==> config.mk <==
export PLATFORM = sky130hd
export DESIGN_NAME = advst_mac
export DESIGN_NICKNAME = d
export VERILOG_FILES = /design/src/rtl/advst_pkg.sv /design/src/rtl/advst_mac.sv
export SDC_FILE = /design/constraint.sdc
export NUM_CORES = 2
export LEC_CHECK = 0
export BUFFER_PORTS_ARGS = -buffer_cell sky130_fd_sc_hd__buf_2
export CAP_MARGIN = 10
export CELL_PAD_IN_SITES_DETAIL_PLACEMENT = 0
export CELL_PAD_IN_SITES_GLOBAL_PLACEMENT = 1
export CORE_MARGIN = 5
export CORE_UTILIZATION = 50
export DETAILED_ROUTE_END_ITERATION = 7
export HOLD_SLACK_MARGIN = 0.06
export PLACE_DENSITY_LB_ADDON = 0.1
export SLEW_MARGIN = 15
export SYNTH_ARGS = -nofsm -noshare
export SYNTH_HDL_FRONTEND = slang
export SYNTH_SLANG_ARGS = --single-unit
==> constraint.sdc <==
create_clock -name clock -period 10.4 [get_ports clock]
set_input_delay 1.04 -clock clock [delete_from_list [all_inputs] [get_ports clock]]
set_output_delay 1.04 -clock clock [all_outputs]
set_load 0.02 [all_outputs]
==> src/rtl/advst_pkg.sv <==
`timescale 1ns / 1ps
// Shared types, codes and constants for the advection stencil stream block.
// No dependencies; the top level and advst_mac refer to it by scoped names.
package advst_pkg;

   // parameter defaults
   localparam int MAX_COLUMNS_DEF = 1024;
   localparam int VALUE_BITS_DEF  = 32;

   // fixed field widths
   localparam int VAL_W     = 32;   // Q16.16 word
   localparam int FRAC_BITS = 16;
   localparam int DIFF_W    = 34;   // three-term difference of words
   localparam int ACC_W     = 64;   // accumulator, scale 2^32
   localparam int MUL_A_W   = 42;   // signed operand: word, difference or rounded numerator
   localparam int COEF_W    = 24;   // unsigned coefficient operand

   // configuration registers
   localparam int CSR_W      = 24;
   localparam int CSR_IDX_W  = 2;
   localparam int COURANT_W  = 17;
   localparam int GAIN_W     = 24;
   localparam int RECIP_W    = 17;
   localparam int ROWLEN_W   = 11;

   localparam logic [COURANT_W-1:0] COURANT_RST = COURANT_W'(32768);
   localparam logic [GAIN_W-1:0]    GAIN_RST    = GAIN_W'(65536);
   localparam logic [RECIP_W-1:0]   RECIP_RST   = RECIP_W'(43691);
   localparam logic [ROWLEN_W-1:0]  ROWLEN_RST  = ROWLEN_W'(1024);

   localparam int MIN_ROW_LENGTH = 3;

   typedef enum logic [CSR_IDX_W-1:0] {
      CSR_COURANT,
      CSR_SOURCE_GAIN,
      CSR_BOX_RECIP,
      CSR_ROW_LENGTH
   } csr_index_type;

   typedef enum logic [1:0] {
      PH_ROW0,
      PH_ROW1,
      PH_BULK
   } phase_type;

   typedef enum logic [1:0] {
      SCH_PASS,
      SCH_CROSS,
      SCH_RECT
   } scheme_type;

   typedef enum logic [2:0] {
      ACC_HOLD,
      ACC_LOAD_PROD,
      ACC_LOAD_TERM,
      ACC_ADD_TERM,
      ACC_SUB_PROD,
      ACC_ROUND
   } acc_op_type;

   typedef struct packed {
      logic       mul_en;
      acc_op_type acc_op;
   } mac_ctl_type;

   typedef struct packed {
      logic [VAL_W-1:0] value;
      logic             clip;
   } mac_res_type;

   typedef enum logic [3:0] {
      S_IDLE,
      S_RD0,
      S_RD1,
      S_DIFF,
      S_SUB,
      S_ROUND,
      S_MUL2,
      S_LOADP,
      S_RND,
      S_WR
   } state_type;

endpackage

==> src/rtl/advst_mac.sv <==
`timescale 1ns / 1ps
// Shared multiplier and 64-bit accumulator with Q16.16 rounding and saturation.
// Depends on advst_pkg.
module advst_mac #(
   parameter int VALUE_BITS = advst_pkg::VALUE_BITS_DEF
) (
   input  logic                                    clock,
   input  advst_pkg::mac_ctl_type                  ctl,
   input  logic signed [advst_pkg::MUL_A_W-1:0]    op_a,
   input  logic        [advst_pkg::COEF_W-1:0]     op_b,
   input  logic signed [advst_pkg::ACC_W-1:0]      term,
   output logic signed [advst_pkg::ACC_W-1:0]      acc,
   output advst_pkg::mac_res_type                  res
);

   localparam int SAT_BITS = (VALUE_BITS > advst_pkg::VAL_W) ? advst_pkg::VAL_W : VALUE_BITS;
   localparam int PROD_W   = advst_pkg::MUL_A_W + advst_pkg::COEF_W + 1;

   localparam logic signed [advst_pkg::ACC_W-1:0] SAT_HI =
      advst_pkg::ACC_W'((longint'(1) <<< (SAT_BITS - 1)) - 1);
   localparam logic signed [advst_pkg::ACC_W-1:0] SAT_LO = -SAT_HI - 1;
   localparam logic signed [advst_pkg::ACC_W-1:0] ROUND_HALF =
      advst_pkg::ACC_W'(longint'(1) <<< (advst_pkg::FRAC_BITS - 1));

   logic signed [PROD_W-1:0]             prod_full;
   logic signed [advst_pkg::ACC_W-1:0]   prod_ff;
   logic signed [advst_pkg::ACC_W-1:0]   acc_ff;
   logic signed [advst_pkg::ACC_W-1:0]   acc_in;
   logic signed [advst_pkg::ACC_W-1:0]   rnd;

   // round half up, floor shift by the fraction width
   function automatic logic signed [advst_pkg::ACC_W-1:0] round16(
      input logic signed [advst_pkg::ACC_W-1:0] x
   );
      logic signed [advst_pkg::ACC_W-1:0] t;
      t = x + ROUND_HALF;
      return t >>> advst_pkg::FRAC_BITS;
   endfunction

   assign prod_full = op_a * $signed({1'b0, op_b});

   always_ff @(posedge clock) begin
      if (ctl.mul_en) begin
         prod_ff <= prod_full[advst_pkg::ACC_W-1:0];
      end
   end

   always_comb begin
      case (ctl.acc_op)
         advst_pkg::ACC_HOLD:      acc_in = acc_ff;
         advst_pkg::ACC_LOAD_PROD: acc_in = prod_ff;
         advst_pkg::ACC_LOAD_TERM: acc_in = term;
         advst_pkg::ACC_ADD_TERM:  acc_in = acc_ff + term;
         advst_pkg::ACC_SUB_PROD:  acc_in = acc_ff - prod_ff;
         advst_pkg::ACC_ROUND:     acc_in = round16(acc_ff);
         default:                  acc_in = acc_ff;
      endcase
   end

   always_ff @(posedge clock) begin
      acc_ff <= acc_in;
   end

   assign acc = acc_ff;

   always_comb begin
      rnd = round16(acc_ff);
      if (rnd > SAT_HI) begin
         res.value = SAT_HI[advst_pkg::VAL_W-1:0];
         res.clip  = 1'b1;
      end else if (rnd < SAT_LO) begin
         res.value = SAT_LO[advst_pkg::VAL_W-1:0];
         res.clip  = 1'b1;
      end else begin
         res.value = rnd[advst_pkg::VAL_W-1:0];
         res.clip  = 1'b0;
      end
   end

endmodule
[After elaboration in Yosys (flattened, before gate mapping)]
Cells that the tools add are included.
Word-level totals
  register bits: 128
  latch bits: 0
  bits in writable memories: 0
  bits in read-only memories: 0
  bits of input ports: 135
  word-level logic and storage cells: 17
  memories kept: 0
Cells by class
  add/subtract/negate cells: 3
  $mul: 1
  div/mod/pow operators: 0
  $lt $le $gt $ge: 2
  equal/unequal tests: 5
  shift-type cells: 0
  muxes and demuxes: 3
  bitwise gates (word level): 0
  reduce and logical (&&, ||, !) cells: 1
Operator list (count)
  case mux 64 bit (5 select lines): 1
  two-way mux 33 bit: 2
  adder 64 x 17 -> 64 bit (second input constant): 1
  adder 64 bit: 1
  multiplier 42 x 25 -> 64 bit: 1
  subtractor 64 bit: 1
  greater-than comparator 48 x 32 -> 1 bit (second input constant): 1
  less-than comparator 48 x 32 -> 1 bit (second input constant): 1
  == test 3 x 2 -> 1 bit (second input constant): 2
  == test 3 bit (second input constant): 2
  nonzero test 5 bit: 1
  == test 3 x 1 -> 1 bit (second input constant): 1

[Depth between registers and ports, before layout]
  word-level depth: 4
  depth in mapped cells: 27

[Worst setup path after synthesis]
No wires, ideal clock.
  path type: input -> register
  start point: input op_b[18] in the netlist's numbering
  end point: register prod_ff[62] in the netlist's numbering (data pin)
  setup time: 0.280 ns
  arrival time: 7.714 ns
  required time: 10.120 ns
  path slack: 2.406 ns
  cell stages on the path: 26
  path buffers: 2
  cells stage by stage: clkbuf_1 > clkbuf_1 > nand2_1 > fa_1 > inv_1 > fa_1 > inv_1 > fa_1 > inv_1 > fa_1 > fa_1 > fa_1 > inv_1 > fa_1 > inv_1 > ha_1 > and3_1 > nand4_1 > nand4bb_1 > o211ai_1 > nor4b_1 > nor3b_1 > o41ai_1 > a31oi_1 > nand2_1 > o211ai_1
On the way
  cells in the longest elaborated chain, start to end: 1
RTL lines
  from (decl): line advst_mac.sv:10  | input logic [advst_pkg::COEF_W-1:0] op_b,
  multiplier 42 x 25 -> 64 bit: line advst_mac.sv:40  | assign prod_full = op_a * $signed({1'b0, op_b});
  net prod_full[62]: line advst_mac.sv:25  | logic signed [PROD_W-1:0] prod_full;
  to (signal assigned): line advst_mac.sv:44  | prod_ff <= prod_full[advst_pkg::ACC_W-1:0];
  to (decl): line advst_mac.sv:26  | logic signed [advst_pkg::ACC_W-1:0] prod_ff;
The timed path passes the listed nets, and every way through them passes these cells.
A chain may end at the register's enable or synchronous reset.

[Worst setup path after layout]
  start point: input op_b[11] in the netlist's numbering
  end point: register prod_ff[47] in the netlist's numbering (data pin)
The elaborated chain is that of the path after synthesis.

==> flow_summary_export.csv <==
group,metric,value,unit
synthesis,syn_area,0.0467,sq mm
critical_path,critPathRequiredTime,10.59,ns
drt,residual_drc,0,
synthesis,synth-seq-cells,128,
synthesis,synth_top_family_by_area,"adder cells",
sta,max_slew_margin,19.1,%
clock_tree,cts-htree-levels,4,
critical_path,worst_setup_path_end_kind,"flop",
grt,global_route_wire_length_before_repair,238,mm
grt,groute.usage.overall,31.4,%
clock_tree,cts.path.max_buffers,2,
drt,vias,37300,
sta,tns,0,ns
drt,starting_drc_count_in_detailed_routing,3422,
sta,hold_ws,0.555,ns
run,max-cap-violations,0,
drt,detail-route-antenna-nets,0,
sta,worst-slew-pin-transition,1.21,ns
synthesis,synth-simple-area-share,18.7,%
placement,post-dp-hpwl,117,mm
grt,pin_count_of_the_biggest_net_entering_global_routing,78,
clock_tree,clock_latency,0.44,ns
clock_tree,cts.root.buffer_cell,"clkbuf_16",
synthesis,synth.net_count,6678,
finish,fill_cells,9029,
synthesis,muxShareOfSynthArea,0.418,%
min_path,min_path_type,"reg -> reg",
drt,detail_route.wirelength,155,mm
die,die_h,316,microns
die,floorplan.core_area,0.0930,sq mm
critical_path,r2r_cells,14,
sta,rsz_0062_raised_after_global_routing,"no",
synthesis,synth-seq-area-share,8.22,%
clock_tree,tritoncts,"yes",
clock_tree,hold_buffers,0,
drt,drt_first_pass_iters,5,
die,boundaryPins,232,
placement,dp_slack,0.619,ns
outcome,status,"complete, no violations",
synthesis,ys_warn_count,0,
finish,area_occupied_by_multi_input_gates,0.0378,sq mm
finish,final_cell_mix,"inv_1 (1086), fa_1 (982), nand2_1 (614)",
finish,layout-area-overhead-vs-synth,5.72,%
clock_tree,cts_resized,0,
clock_tree,tritoncts.num_buffers,17,
die,floorplan.initialDensity,50.2,%
min_path,hold-path-cell-count,1,
grt,globalRoute.totalOverflow,0,
synthesis,synth_compound_area_share,8.95,%
sta,finalSetupViolations,0,
clock_tree,clk_pin_slew_worst_setup_hold_paths,0.06,ns
placement,gpl.final_weighted_congestion,0.951,
clock_tree,post_cts.repair.setup_buffers,0,
synthesis,synth_fa_ha_area_share,48.3,%
critical_path,worstSetupPathType,"in -> reg",
drt,routedWlPerCell,23.4,microns
grt,grt_antenna_before_repair,0,
finish,final_layout_size_suffix_gt1_share,6.57,%
critical_path,worstPathArrival,9.60,ns
sta,timing.fmax,106,MHz
die,core.rowCount,112,
sta,drv_slew,0,
synthesis,synthArstFlopShare,0,%
synthesis,synthFlopType,"edfxtp_1",
synthesis,syn-mean-instance-area,8.77,sq um
sta,fin_ws,0.986,ns
synthesis,synth_top_cell_by_area,"fa_1",
die,fp.dieW,316,microns
synthesis,synth_top_area_share,42.1,%
drt,post_detailed_route_via_to_cell_ratio,5.64,
sta,min_cycle_time_layout,9.41,ns
finish,layout.cells.most_common,"inv_1",
sta,min_period_over_period,90.5,%
finish,final_net_count,6694,
critical_path,category_of_the_worst_setup_path_launch_point,"input pin",
synthesis,synth_edf_count,128,
finish,layout.area.seq,0.00384,sq mm
synthesis,synth_xor_xnor_area_share,4.33,%
synthesis,synthDistinctLibCells,84,
sta,timing.final.hold_violations,0,
clock_tree,cts.sink_count,128,
critical_path,worstPathMaxFanout,26,
finish,antenna-diode-count,0,
synthesis,syn-instance-count,5327,
synthesis,top_cells_by_area_synth,"fa_1 (42%), inv_1 (8.7%), edfxtp_1 (8.2%)",
grt,vias_in_the_first_global_route,39200,
die,die_area,0.0997,sq mm
sta,finalClockSkew,0.0149,ns
placement,port-buffer-count,231,
==> synthesized netlist by cell type, drive strengths merged, types with 5 or more instances <==
library cell	n
a211o	5
a211oi	22
a21boi	11
a21o	59
a21oi	178
a221oi	17
a222oi	9
a22oi	7
a31oi	18
and2	596
and3	41
and4	10
buf	8
clkbuf	273
edfxtp	128
fa	982
ha	234
inv	1086
mux2i	15
nand2	616
nand2b	26
nand3	59
nand4	36
nor2	180
nor2b	18
nor3	40
nor3b	8
nor4	18
o211ai	17
o21a	27
o21ai	165
o21bai	22
o221ai	8
o22ai	30
o31ai	13
or2	9
or3	22
or4	13
xnor2	126
xor2	105
==> area by class of cell <==
cell class	instances	area share, %
multi-input combinational	3832	76.5
inverter	1086	8.25
sequential	128	7.78
tap	1254	3.18
timing repair buffer	278	3.08
clock buffer	17	0.861
clock inverter	14	0.365
==> layer usage <==
metal	up-vias	track usage [%]	wire length [microns]
met1	18900	45.4	66500
li1	16400	-	-
met4	0	7.53	4020
met3	240	6.13	14900
met5	-	0	0
met2	1768	49.3	69100
==> state kept, by name, indices dropped and copies added, names as in the netlist <==
signal   count
acc         64
prod_ff     64
==> through the flow <==
stage                     instance area, sq um  utilization (%)  std cells
after floorplan                          46700                -       5327
after global placement                   48800             52.4       6578
after detailed placement                 48800             52.4       6578
after CTS                                49400             53.1       6609
after global routing                     49400             53.1       6609
final                                    49400             53.1       6609
==> logic make-up (layout without fill, tap and decap cells) <==
logic type | Yosys count | after routing
flops | 128 | 128
mux | 19 | 19
fa+ha+maj | 1216 | 1216
simple gates | 1709 | 1709
compound gates | 657 | 657
buf+inv | 1367 | 1395
xor+xnor | 231 | 231
==> critical path: stages <==
cell	delay (ns)
buf_2	0.59
buf_4	0.40
and2_1	0.20
fa_1	0.41
inv_1	0.09
fa_1	0.38
inv_1	0.08
fa_1	0.44
fa_1	0.54
fa_1	0.56
fa_1	0.56
inv_1	0.06
fa_1	0.52
inv_1	0.04
ha_1	0.38
and3_1	0.27
nand3_1	0.20
nor4_1	1.01
o21bai_1	0.40
o21ai_0	0.37
a21boi_0	0.21
o21ai_0	0.48
a21oi_1	0.16
xnor2_1	0.15
==> final timing paths <==
| check | to | slack (ns) | from |
|---|---|---|---|
| setup / recovery | prod_ff[47] | 0.99 | op_b[11] |
| hold / removal | acc[44] | 0.55 | prod_ff[44] |
| setup reg to reg | acc[56] | 5.53 | prod_ff[0] |
| hold reg to reg | acc[44] | 0.55 | prod_ff[44] |
Power is not shown: default switching activity piles up to over one toggle a cycle in this logic, so the estimate is an artifact.
